$ cat config.mk
export PLATFORM = sky130hd
export DESIGN_NAME = gcvbs_mod
export DESIGN_NICKNAME = d
export VERILOG_FILES = /design/src/hw/rtl/gcvbs_pkg.sv /design/src/hw/rtl/gcvbs_mod.sv
export SDC_FILE = /design/constraint.sdc
export NUM_CORES = 1
export LEC_CHECK = 0
export CAP_MARGIN = 40
export CORE_ASPECT_RATIO = 1.25
export CORE_MARGIN = 8
export CORE_UTILIZATION = 51
export CTS_CLUSTER_SIZE = 40
export DETAILED_ROUTE_END_ITERATION = 10
export DONT_BUFFER_PORTS = 1
export GPL_TIMING_DRIVEN = 0
export PLACE_DENSITY = 0.75
export SYNTH_ARGS = -nofsm -noshare
export SYNTH_HDL_FRONTEND = slang
export SYNTH_SLANG_ARGS = --single-unit
export TNS_END_PERCENT = 20
$ cat constraint.sdc
create_clock -name clk -period 2.49 [get_ports clk]
set_input_delay 0.1245 -clock clk [delete_from_list [all_inputs] [get_ports clk]]
set_output_delay 0.1245 -clock clk [all_outputs]
set_load 0.1 [all_outputs]
$ cat src/hw/rtl/gcvbs_pkg.sv
// Shared types and constants for the garbage-collection victim selector.
package gcvbs_pkg;

  localparam int unsigned CFG_IDX_W = 4;
  localparam int unsigned CFG_DATA_W = 11;
  localparam int unsigned DIV_STEPS = 32;

  localparam logic [CFG_IDX_W-1:0] CFG_PAGES_PER_BLOCK = 4'd0;
  localparam logic [CFG_IDX_W-1:0] CFG_BLOCK_COUNT     = 4'd1;

  localparam logic CMD_WRITE  = 1'b0;
  localparam logic CMD_SELECT = 1'b1;

  localparam logic STATUS_FOUND    = 1'b0;
  localparam logic STATUS_NO_SPACE = 1'b1;

  typedef struct packed {
    logic        cmd;
    logic [9:0]  block_index;
    logic        block_busy;
    logic [31:0] cook_until;
    logic [10:0] valid_pages;
    logic [31:0] current_time;
    logic [31:0] random_value;
  } in_req_t;

  typedef struct packed {
    logic [9:0] victim_block;
    logic       select_status;
  } out_rsp_t;

  // One block record as held in the table memory.
  typedef struct packed {
    logic        busy;
    logic [31:0] cook;
    logic [10:0] valid;
  } blk_rec_t;

endpackage

$ cat src/hw/rtl/gcvbs_mod.sv
// Iterative restoring remainder unit: 32-bit dividend mod narrow divisor, one bit a cycle.
module gcvbs_mod #(
  parameter int unsigned TW = 11
) (
  input  logic          clk,
  input  logic          rst_n,
  input  logic          start,
  input  logic [31:0]   dividend,
  input  logic [TW-1:0] divisor,
  output logic          done,
  output logic [TW-1:0] rem
);
  import gcvbs_pkg::*;

  logic          busy_r, busy_nxt;
  logic          done_r, done_nxt;
  logic [5:0]    cnt_r, cnt_nxt;
  logic [31:0]   dsh_r, dsh_nxt;
  logic [TW-1:0] rem_r, rem_nxt;
  logic [TW-1:0] dvs_r, dvs_nxt;
  logic [TW:0]   trial;

  always_comb begin
    busy_nxt = busy_r;
    done_nxt = 1'b0;
    cnt_nxt  = cnt_r;
    dsh_nxt  = dsh_r;
    rem_nxt  = rem_r;
    dvs_nxt  = dvs_r;
    trial    = {rem_r, dsh_r[31]};
    if (start) begin
      busy_nxt = 1'b1;
      cnt_nxt  = 6'(DIV_STEPS);
      dsh_nxt  = dividend;
      rem_nxt  = '0;
      dvs_nxt  = divisor;
    end else if (busy_r) begin
      // partial remainder stays below divisor, so trial < 2*divisor
      if (trial >= {1'b0, dvs_r}) begin
        rem_nxt = TW'(trial - {1'b0, dvs_r});
      end else begin
        rem_nxt = trial[TW-1:0];
      end
      dsh_nxt = {dsh_r[30:0], 1'b0};
      cnt_nxt = cnt_r - 6'd1;
      if (cnt_r == 6'd1) begin
        busy_nxt = 1'b0;
        done_nxt = 1'b1;
      end
    end
  end

  always_ff @(posedge clk) begin
    if (!rst_n) begin
      busy_r <= 1'b0;
      done_r <= 1'b0;
      cnt_r  <= '0;
    end else begin
      busy_r <= busy_nxt;
      done_r <= done_nxt;
      cnt_r  <= cnt_nxt;
    end
  end

  always_ff @(posedge clk) begin
    dsh_r <= dsh_nxt;
    rem_r <= rem_nxt;
    dvs_r <= dvs_nxt;
  end

  assign done = done_r;
  assign rem  = rem_r;

endmodule
* Word level (Yosys, flattened, before mapping) *
Cells that the tools add are included.

cells by class
  $add $sub $neg = 2
  multipliers = 0
  divide/modulo/power cells = 0
  $lt $le $gt $ge = 1
  eq/ne operators = 1
  shifts and indexed selects = 0
  mux-type cells = 9
  bitwise operators = 2
  reduce and logical (&&, ||, !) cells = 3

operators with widths
  operator             count
  $mux 32              2
  $ge 12x11->1         1
  $mux 6               2
  $mux 11              1
  $sub 11x11->11       1
  $eq 6x1->1 const B   1
  $sub 6x1->6 const B  1
  $mux 1               4
  $reduce_or 3->1      1
  $not 1->1            2
  $reduce_bool 2->1    1
  $reduce_or 2->1      1

storage, ports and cells
  bits in registers = 62
  bits in latches = 0
  RAM bits = 0
  memory bits (read-only) = 0
  input port bits = 46
  output and inout bits = 12
  word-level logic and storage cells = 25
  memories kept = 0

* Depth between registers and ports, before layout *
Gate-level depths: netlist (run 1).

  depth after elaboration = 4
  gate-level depth with buffers = 10
  gate-level depth less buffers = 9

* Least setup slack after synthesis (run 1) *
OpenSTA, ideal clock, no wires.

  path type = register to register
  start = reg rem_r[0], in the netlist rem[0]
  end = reg rem_r[7], in the netlist rem[7]
  setup time = 0.080 ns
  arrival time = 2.826 ns
  required time = 2.410 ns
  setup slack = -0.415 ns
  stages on the path, launching flop included = 9
  buffers on the path = 0
  clock period less this slack = 2.905 ns
  cell sequence = dfxtp_1 inv_1 fa_1 nand2b_1 a21oi_1 o2111a_1 a211oi_2 or3_1 a211oi_2

between the ends
  longest elaborated chain between the ends = 2
  elaborated cells on any way between the ends = 3
  those cells by class = 1 x add/sub; 1 x order compare; 1 x mux

ends and longest elaborated chain
  item                                            line                              source
  from (decl)                                     gcvbs_mod.sv:19                   logic [TW-1:0] rem_r, rem_nxt;
  from (signal assigned)                          gcvbs_mod.sv:67                   rem_r <= rem_nxt;
  $sub 11x11->11 or $ge 12x11->1 (tied branches)  gcvbs_mod.sv:40, gcvbs_mod.sv:39
  $mux 11 *                                       gcvbs_mod.sv:39                   if (trial >= {1'b0, dvs_r}) begin

Mark *: on every way between the ends. The rest lies on a longest branch, timed or not.
A chain may end at the register's enable or synchronous reset.

* Worst setup path in the final report (run 1) *
  start = reg rem_r[2], in the netlist rem[2]
  end = reg rem_r[3], in the netlist rem[3]

Same word-level chain as after synthesis.

==> results.json, run 1 <==
{
  "path_cells": "ha_1 -> and4_1 -> o2111a_1 -> a211oi_4 -> buf_6 -> mux2i_1 -> a211oi_2",
  "coreArea_um2": 5818,
  "power.switching_w": 0.0008450,
  "dpl-instance-area_um2": 3217,
  "met3_usage": 0.06938,
  "r2r-end": "rem[3]",
  "rrSetupSlack_ns": 0.09,
  "grt-busiest-layer": "met2",
  "p_int_w": 0.001950,
  "globalRouteMet2Util": 0.2602,
  "holdWs_ns": 0.02051,
  "viasPerCell": 5.572,
  "cts_buffer_depth": 2,
  "grt_use_met1": 0.1816,
  "gr-total-overflow": 0,
  "synthesis.area_um2": 3077,
  "yosysWarnings": 0,
  "hold_viol": 0,
  "ys_ff_latch": 62,
  "seqPwrFrac": 0.491,
  "reg2reg_from": "rem[2]",
  "cp_slowest_cell": "dfxtp_4",
  "fin_area_um2": 3945,
  "die_w_um": 85.47,
  "run_status": "finished clean",
  "cts_made_buffers": 9,
  "power.share.clock": 0.323,
  "drive_gt1_frac": 0.2413,
  "setup_viol": 0,
  "ys.flop_type": "edfxtp_1",
  "routed_wl_mm": 6.582,
  "final_antenna_net_count": 0,
  "firstDrtPassIters": 4,
  "path_clk_slew_ns": 0.07,
  "ys_top_cells_by_area": "edfxtp_1 42%, dfxtp_1 12%, mux2_2 11%, ha_1 5.3%, nor2_1 2.8%",
  "p_per_area_nw_per_um2": 708.5,
  "num_rows": 31,
  "max-cap-violations": 0,
  "swShare": 0.3023,
  "crit_arrival_ns": 2.60,
  "vias": 2123,
  "cellLeakagePower_nw": 1.530,
  "area_growth_pct": 28.22,
  "cts_tree": "done",
  "synth_nets": 312,
  "io_pins": 58,
  "fmax_mhz": 416.1,
  "worstPathMaxFanout": 10,
  "slew_headroom": 0.5200,
  "yosysSeqAreaShare": 0.5433,
  "grt_util_all_layers": 0.1594,
  "n_fill_cell": 433,
  "gp_congestion": 0.8256,
  "hpwl_mm": 4.210,
  "grt_pass1_vias": 2200,
  "n_antenna_cell": 0,
  "crit_buf_inv": 1,
  "fin_crit_ns": 2.403,
  "cts-root-buf": "clkbuf_8",
  "synth_top_area_cell": "edfxtp_1",
  "grt_first_pass_wirelength_mm": 10.67,
  "start_kind": "flip-flop",
  "rsz0062_at_grt": "no",
  "grt_max_degree": 33,
  "dieArea_um2": 8790,
  "critPathLaunch": "rem[2]",
  "min_to": "dsh_r[28]",
  "criticalPathCategory": "reg -> reg",
  "fin_crit_sh": 0.9652,
  "dpl.cell_count": 320,
  "htree_levels": 3,
  "end_kind": "flip-flop",
  "nets": 370,
  "clock-sinks": 62,
  "synth.most_common_cell": "edfxtp_1",
  "combPwrFrac": 0.186,
  "required_ns": 2.69,
  "worst_pin_slew_ns": 0.7200,
  "die_height_um": 102.8,
  "syn_inst": 252,
  "clk_latency_ns": 0.35,
  "netlist.area_leader.share": 0.4197,
  "worst_r2r_path_depth": 7,
  "async_flop_share": 0,
  "hold_path_depth": 1,
  "fin_worst_skew_ns": 0.01278,
  "hp-start": "dividend[28]",
  "slew_violations": 0,
  "avgSynthCellArea_um2": 12.21,
  "synth_edf_count": 43,
  "yosysUniqueCellTypes": 42,
  "hp-class": "in -> reg",
  "port_buffers": 0,
  "drtIter0Drc": 92,
  "drcViolationCount": 0,
  "start_util": 0.5288,
  "fin_cells": 381,
  "max_stage_delay_ns": 0.55,
  "cp_top_family": "compound AO/OA/AOI/OAI gates",
  "synthTopCellsByCount": "43 x edfxtp_1, 31 x mux2_2, 23 x nor2_1, 19 x dfxtp_1, 14 x inv_1",
  "routedWlPerCell_um": 17.28,
  "antenna_found_initial": 0,
  "ir_worst_vdd_uv": 436.9
}
## worst max-delay path by stage
stage,to,depth (start not counted)
2_1_floorplan,rem[0],6
3_3_place_gp,rem[4],8
3_5_place_dp,rem[3],8
4_1_cts,rem[7],8
5_1_grt,rem[7],7
6_report,rem[3],7
## kinds of logic after synthesis
| family | share of synthesized area |
|---|---|
| multiplexers | 0.1366 |
| adder cells (fa/ha/maj) | 0.05938 |
| XOR/XNOR | 0.02847 |
| AO/OA/AOI/OAI | 0.08865 |
| AND/OR/NAND/NOR | 0.1106 |
| flip-flops | 0.5433 |
| buffers and inverters | 0.03294 |
## final cells by class
type / instances / area [um2] / share of cell area
flip-flops and latches: 62 / 1709 / 0.4332
multi-input cells: 165 / 1360 / 0.3448
repair buffers: 47 / 490.5 / 0.1243
clock buffers: 9 / 123.9 / 0.03140
well taps: 66 / 82.58 / 0.02093
clock inverters: 7 / 77.57 / 0.01966
inverters: 15 / 56.30 / 0.01427
plain buffers: 10 / 45.04 / 0.01142
## layout by cell type, fill, tap and decap left out, drive strengths merged, types with 4 or more instances in the layout
| master | synthesis | layout |
|---|---|---|
| xnor2 | 6 | 6 |
| a21oi | 11 | 11 |
| o21ai | 5 | 5 |
| nand2 | 8 | 8 |
| clkbuf | 7 | 16 |
| edfxtp | 43 | 43 |
| buf | 3 | 6 |
| dlygate4sd3 | 0 | 44 |
| dfxtp | 19 | 19 |
| mux2 | 32 | 32 |
| ha | 13 | 13 |
| nor2 | 25 | 25 |
| mux2i | 6 | 6 |
| inv | 14 | 18 |
| nor3 | 9 | 9 |
| or3 | 6 | 6 |
| xor2 | 4 | 4 |
| a211oi | 12 | 12 |
## timing repair
action,in CTS,in global routing
hold endpoints to repair,54,1
setup buffers,1,0
gates resized for setup,9,10
pin swaps,2,4
hold buffers,43,1
endpoints found under the setup margin,10,10
## worst reg2reg max path, cell delays in order (launching register included)
cell	delay, ns
dfxtp_4	0.55
ha_1	0.36
and4_1	0.24
o2111a_1	0.26
a211oi_4	0.29
buf_6	0.22
mux2i_1	0.25
a211oi_2	0.09
## power groups by stage
stage               sequential (W)  clock (W)  combinational, W
finish                     0.00137   0.000903          0.000520
detailed placement         0.00139          0          0.000428
global route               0.00138   0.000968          0.000572
floorplan                  0.00138          0          0.000348
CTS                        0.00137   0.000925          0.000498
global placement           0.00140          0          0.000404
## stage by stage
stage | power [W] | TNS, ns | setup slack, ns | util
detailed placement | 0.001822 | -1.574 | -0.2139 | 0.5529
global route | 0.002924 | 0 | 0.002307 | 0.6781
finish | 0.002795 | 0 | 0.08662 | 0.6781
CTS | 0.002793 | 0 | 0.005494 | 0.6673
floorplan | 0.001732 | 0 | 0.07336 | -
global placement | 0.001803 | -1.291 | -0.1669 | 0.5456
## per-layer routing
metal | routed length, um | share of wire | up-vias
met5 | 0 | 0 | -
met4 | 87 | 0.013 | 0
met3 | 458 | 0.070 | 10
met2 | 3197 | 0.49 | 65
met1 | 2839 | 0.43 | 1003
li1 | - | - | 1045
## sequential cells by signal, indices dropped and copies added, names as in the netlist
signal and cells:
done 1, dsh_r 32, rem 11, busy_r 1
cnt_r 6, dvs_r 11
Power figures use the tool's default switching activity.
==> inputs of run 2 (changes only) <==
- GPL_TIMING_DRIVEN: 0 -> unset
==> results.json, run 2 (synthesized netlist as in run 1, its figures left out) <==
{
  "io_pins": 58,
  "criticalPathCategory": "reg -> reg",
  "swShare": 0.2936,
  "drive_gt1_frac": 0.2673,
  "power.switching_w": 0.0008114,
  "fin_crit_ns": 2.353,
  "die_w_um": 85.47,
  "fmax_mhz": 425.0,
  "firstDrtPassIters": 4,
  "crit_arrival_ns": 2.60,
  "slew_violations": 0,
  "worst_pin_slew_ns": 0.7456,
  "final_antenna_net_count": 0,
  "post-place-ws_ns": 0.0005553,
  "cts_made_buffers": 9,
  "worstPathMaxFanout": 5,
  "gp_congestion": 0.8005,
  "reg2reg_from": "dsh_r[31]",
  "power.share.clock": 0.316,
  "die_height_um": 102.8,
  "start_kind": "flip-flop",
  "seqPwrFrac": 0.453,
  "grt_first_pass_wirelength_mm": 10.34,
  "cts_buffer_depth": 2,
  "rsz0062_at_grt": "no",
  "port_buffers": 0,
  "area_growth_pct": 27.69,
  "max-cap-violations": 0,
  "gr-total-overflow": 0,
  "cts-root-buf": "clkbuf_8",
  "viasPerCell": 5.523,
  "drtIter0Drc": 69,
  "drcViolationCount": 0,
  "top_register": "dsh_r",
  "num_rows": 31,
  "fin_worst_skew_ns": 0.01290,
  "final_cell_mix": "43 x edfxtp_1, 43 x dlygate4sd3_1, 31 x mux2_2",
  "critPathLaunch": "dsh_r[31]",
  "coreArea_um2": 5818,
  "final.setup.tns_ns": 0,
  "ir_worst_vdd_uv": 455.7,
  "fin_crit_sh": 0.9449,
  "combPwrFrac": 0.231,
  "required_ns": 2.74,
  "clock-sinks": 62,
  "hpwl_mm": 4.051,
  "cellLeakagePower_nw": 1.568,
  "grt_util_all_layers": 0.1527,
  "largest_reg_flops": 32,
  "grt_max_degree": 40,
  "n_antenna_cell": 0,
  "end_kind": "flip-flop",
  "layout_setup_ws_ns": 0.1372,
  "slew_headroom": 0.5029,
  "run_status": "finished clean",
  "start_util": 0.5288,
  "antenna_found_initial": 0,
  "vias": 2121,
  "hp-start": "dividend[28]",
  "p_per_area_nw_per_um2": 703.3,
  "routedWlPerCell_um": 16.59,
  "hp-class": "in -> reg",
  "setup_viol": 0,
  "hold_viol": 0,
  "routed_wl_mm": 6.371,
  "htree_levels": 3,
  "grt_pass1_vias": 2218,
  "nets": 373,
  "clk_latency_ns": 0.34,
  "cts_tree": "done",
  "p_int_w": 0.001952,
  "totalPowerFinal_w": 0.002763,
  "path_clk_slew_ns": 0.07,
  "dieArea_um2": 8790
}
[run 2: metal layers]
layer,share of wire,track usage,up-vias
met2,0.50,0.2506,47
met4,0.023,0.09189,0
met5,0,0,-
li1,-,-,1048
met3,0.056,0.04944,11
met1,0.43,0.1702,1015
[run 2: final cells by class]
type | count | area (um2)
sequential | 62 | 1687
clock inverter | 7 | 72.57
clock buffer | 9 | 123.9
tap | 66 | 82.58
fill | 440 | 1889
inverter | 15 | 56.30
multi-input combinational | 165 | 1330
timing repair buffer | 60 | 576.8
[run 2: power by group through the flow]
stage	Sequential, W	Combinational, W	Clock, W
after floorplan	0.00138	0.000348	0
after global placement	0.00127	0.000544	0
after detailed placement	0.00127	0.000558	0
after CTS	0.00125	0.000627	0.000894
after global routing	0.00126	0.000693	0.000937
final	0.00125	0.000639	0.000873
[run 2: critical path, cell delays in order, from the launching register on]
cell and delay [ns]:
edfxtp_1 0.37, inv_1 0.10, ha_2 0.22, fa_2 0.23, nand2b_1 0.15, a21oi_2 0.08
o2111a_1 0.26, a211oi_4 0.27, mux2_1 0.37, a211oi_1 0.22
[run 2: timing repair]
action / CTS / global route
hold buffers: 43 / 0
gates resized for setup: 2 / 5
cloned: 0 / 0
buffers inserted: 0 / 0
hold endpoints to repair: 65 / 0
setup endpoints to repair: 1 / 9
pin swaps: 0 / 3
[run 2: metrics by stage]
stage / instance area, um2 / std cells / util / hold WS [ns]
4_1_cts: 3895 / 383 / 0.6695 / 0.002647
6_report: 3929 / 384 / 0.6753 / 0.006557
3_5_place_dp: 3257 / 324 / 0.5598 / 0.1936
3_3_place_gp: 3242 / 323 / 0.5572 / 0.1932
2_1_floorplan: 3092 / 252 / - / 0.2234
5_1_grt: 3929 / 384 / 0.6753 / 0.0009133
[run 2: final timing paths]
| path | endpoint | slack [ns] | depth (start not counted) |
|---|---|---|---|
| max | rem[0] | 0.14 | 9 |
| min | dsh_r[28] | 0.007 | 1 |
| max reg2reg | rem[0] | 0.14 | 9 |
| min reg2reg | cnt_r[1] | 0.49 | 2 |
==> inputs of run 3 (changes only) <==
- GPL_TIMING_DRIVEN: unset -> 0
- SETUP_SLACK_MARGIN: unset -> 0.15
==> results.json, run 3 (synthesized netlist as in run 1, its figures left out) <==
{
  "run_status": "finished clean",
  "final_antenna_net_count": 0,
  "port_buffers": 0,
  "htree_levels": 3,
  "drive_gt1_frac": 0.2718,
  "antenna_found_initial": 0,
  "fin_crit_ns": 2.360,
  "firstDrtPassIters": 4,
  "fin_crit_sh": 0.9478,
  "top_register": "dsh_r",
  "fin_worst_skew_ns": 0.009651,
  "cts_tree": "done",
  "io_pins": 58,
  "drcViolationCount": 0,
  "coreArea_um2": 5818,
  "gp_congestion": 0.8505,
  "layout_setup_ws_ns": 0.1299,
  "n_fill_cell": 452,
  "ir_worst_vdd_uv": 531.8,
  "grt_first_pass_wirelength_mm": 11.01,
  "gr-total-overflow": 0,
  "slew_violations": 0,
  "die_w_um": 85.47,
  "n_antenna_cell": 0,
  "criticalPathCategory": "reg -> reg",
  "crit_arrival_ns": 2.61,
  "clk_latency_ns": 0.34,
  "worst_r2r_path_depth": 7,
  "area_growth_pct": 26.15,
  "hp-class": "in -> reg",
  "cts_made_buffers": 9,
  "grt_max_degree": 33,
  "dieArea_um2": 8790,
  "cellLeakagePower_nw": 1.489,
  "die_height_um": 102.8,
  "max-cap-violations": 0,
  "setup_viol": 0,
  "path_clk_slew_ns": 0.08,
  "end_kind": "flip-flop",
  "hpwl_mm": 4.273,
  "routed_wl_mm": 6.914,
  "fin_cells": 375,
  "start_util": 0.5288,
  "required_ns": 2.74,
  "p_per_area_nw_per_um2": 702.1,
  "post-place-ws_ns": -0.1058,
  "start_kind": "flip-flop",
  "slew_headroom": 0.5198,
  "num_rows": 31,
  "worst_pin_slew_ns": 0.7203,
  "vias": 2113,
  "fmax_mhz": 423.7,
  "nets": 364,
  "hold_viol": 0,
  "grt_util_all_layers": 0.1631,
  "grt_pass1_vias": 2211,
  "routedWlPerCell_um": 18.44,
  "rsz0062_at_grt": "yes",
  "largest_reg_flops": 32,
  "worstPathMaxFanout": 4,
  "final_cell_mix": "43 x edfxtp_1, 33 x dlygate4sd3_1, 31 x mux2_2",
  "cts-root-buf": "clkbuf_8",
  "drtIter0Drc": 102,
  "cts_buffer_depth": 2,
  "hold_path_depth": 1,
  "dpl.cell_count": 320,
  "holdWs_ns": 0.001346,
  "final_common_cell": "edfxtp_1",
  "viasPerCell": 5.635,
  "clock-sinks": 62
}
[run 3: cell count changes in the layout (fill, tap and decap cells not counted), moves of 2 or more]
cell           delta
o2111a_1          -2
o2111a_2          +2
clkbuf_1          +7
buf_1             +2
buf_4             -8
dlygate4sd3_1    -10
ha_1              -4
clkinv_4          +2
ha_4              +4
dfxtp_2           -9
dfxtp_4           +9
a211oi_2          -2
a211oi_1          +2
[run 3: layout make-up]
| cell class | count | area (um2) | share of cell area |
|---|---|---|---|
| tap | 66 | 82.58 | 0.02128 |
| clock inverter | 7 | 58.81 | 0.01515 |
| timing repair buffer | 41 | 417.9 | 0.1077 |
| multi-input combinational | 165 | 1385 | 0.3569 |
| sequential | 62 | 1709 | 0.4404 |
| clock buffer | 9 | 123.9 | 0.03191 |
| buffer | 10 | 45.04 | 0.01161 |
| inverter | 15 | 58.81 | 0.01515 |
[run 3: worst paths after layout]
kind                    start  endpoint  slack, ns
hold reg to reg      cnt_r[1]  cnt_r[1]       0.49
setup reg to reg       rem[0]    rem[7]       0.13
setup / recovery       rem[0]    rem[7]       0.13
hold / removal    dividend[7]  dsh_r[7]      0.001
[run 3: metrics by stage]
step / utilization / TNS [ns] / power (W) / cell area [um2]
floorplan: - / 0 / 0.001733 / 3105
global placement: 0.5480 / -0.3812 / 0.001804 / 3188
detailed placement: 0.5553 / -0.7460 / 0.001825 / 3231
CTS: 0.6649 / 0 / 0.002721 / 3869
global route: 0.6671 / 0 / 0.002834 / 3881
finish: 0.6671 / 0 / 0.002725 / 3881
[run 3: what timing repair did]
item,4_1_cts,5_1_grt
endpoints found under the hold margin,44,0
setup endpoints to repair,11,11
resized for setup,17,3
hold buffers,33,0
pin swaps,8,1
gates cloned,0,0
buffers inserted,5,1
[run 3: critical path: stages, from the launching register on]
cell,delay (ns)
dfxtp_4,0.58
ha_4,0.26
nor2b_4,0.12
o2111a_2,0.28
or3_4,0.38
and3_1,0.17
or3_1,0.32
a211oi_2,0.17
[run 3: metal layers]
layer | GRT usage | up-vias | routed length [um]
met5 | 0 | - | 0
met3 | 0.05104 | 8 | 505
met2 | 0.2865 | 60 | 3584
li1 | - | 1037 | -
met4 | 0.07432 | 0 | 86
met1 | 0.1764 | 1008 | 2737
[run 3: power by group]
group          internal, W  switching [W]  leakage [nW]
combinational     0.000275       0.000265         0.804
clock             0.000374       0.000440        0.0917
sequential         0.00121       0.000159         0.593
total              0.00186       0.000864          1.49
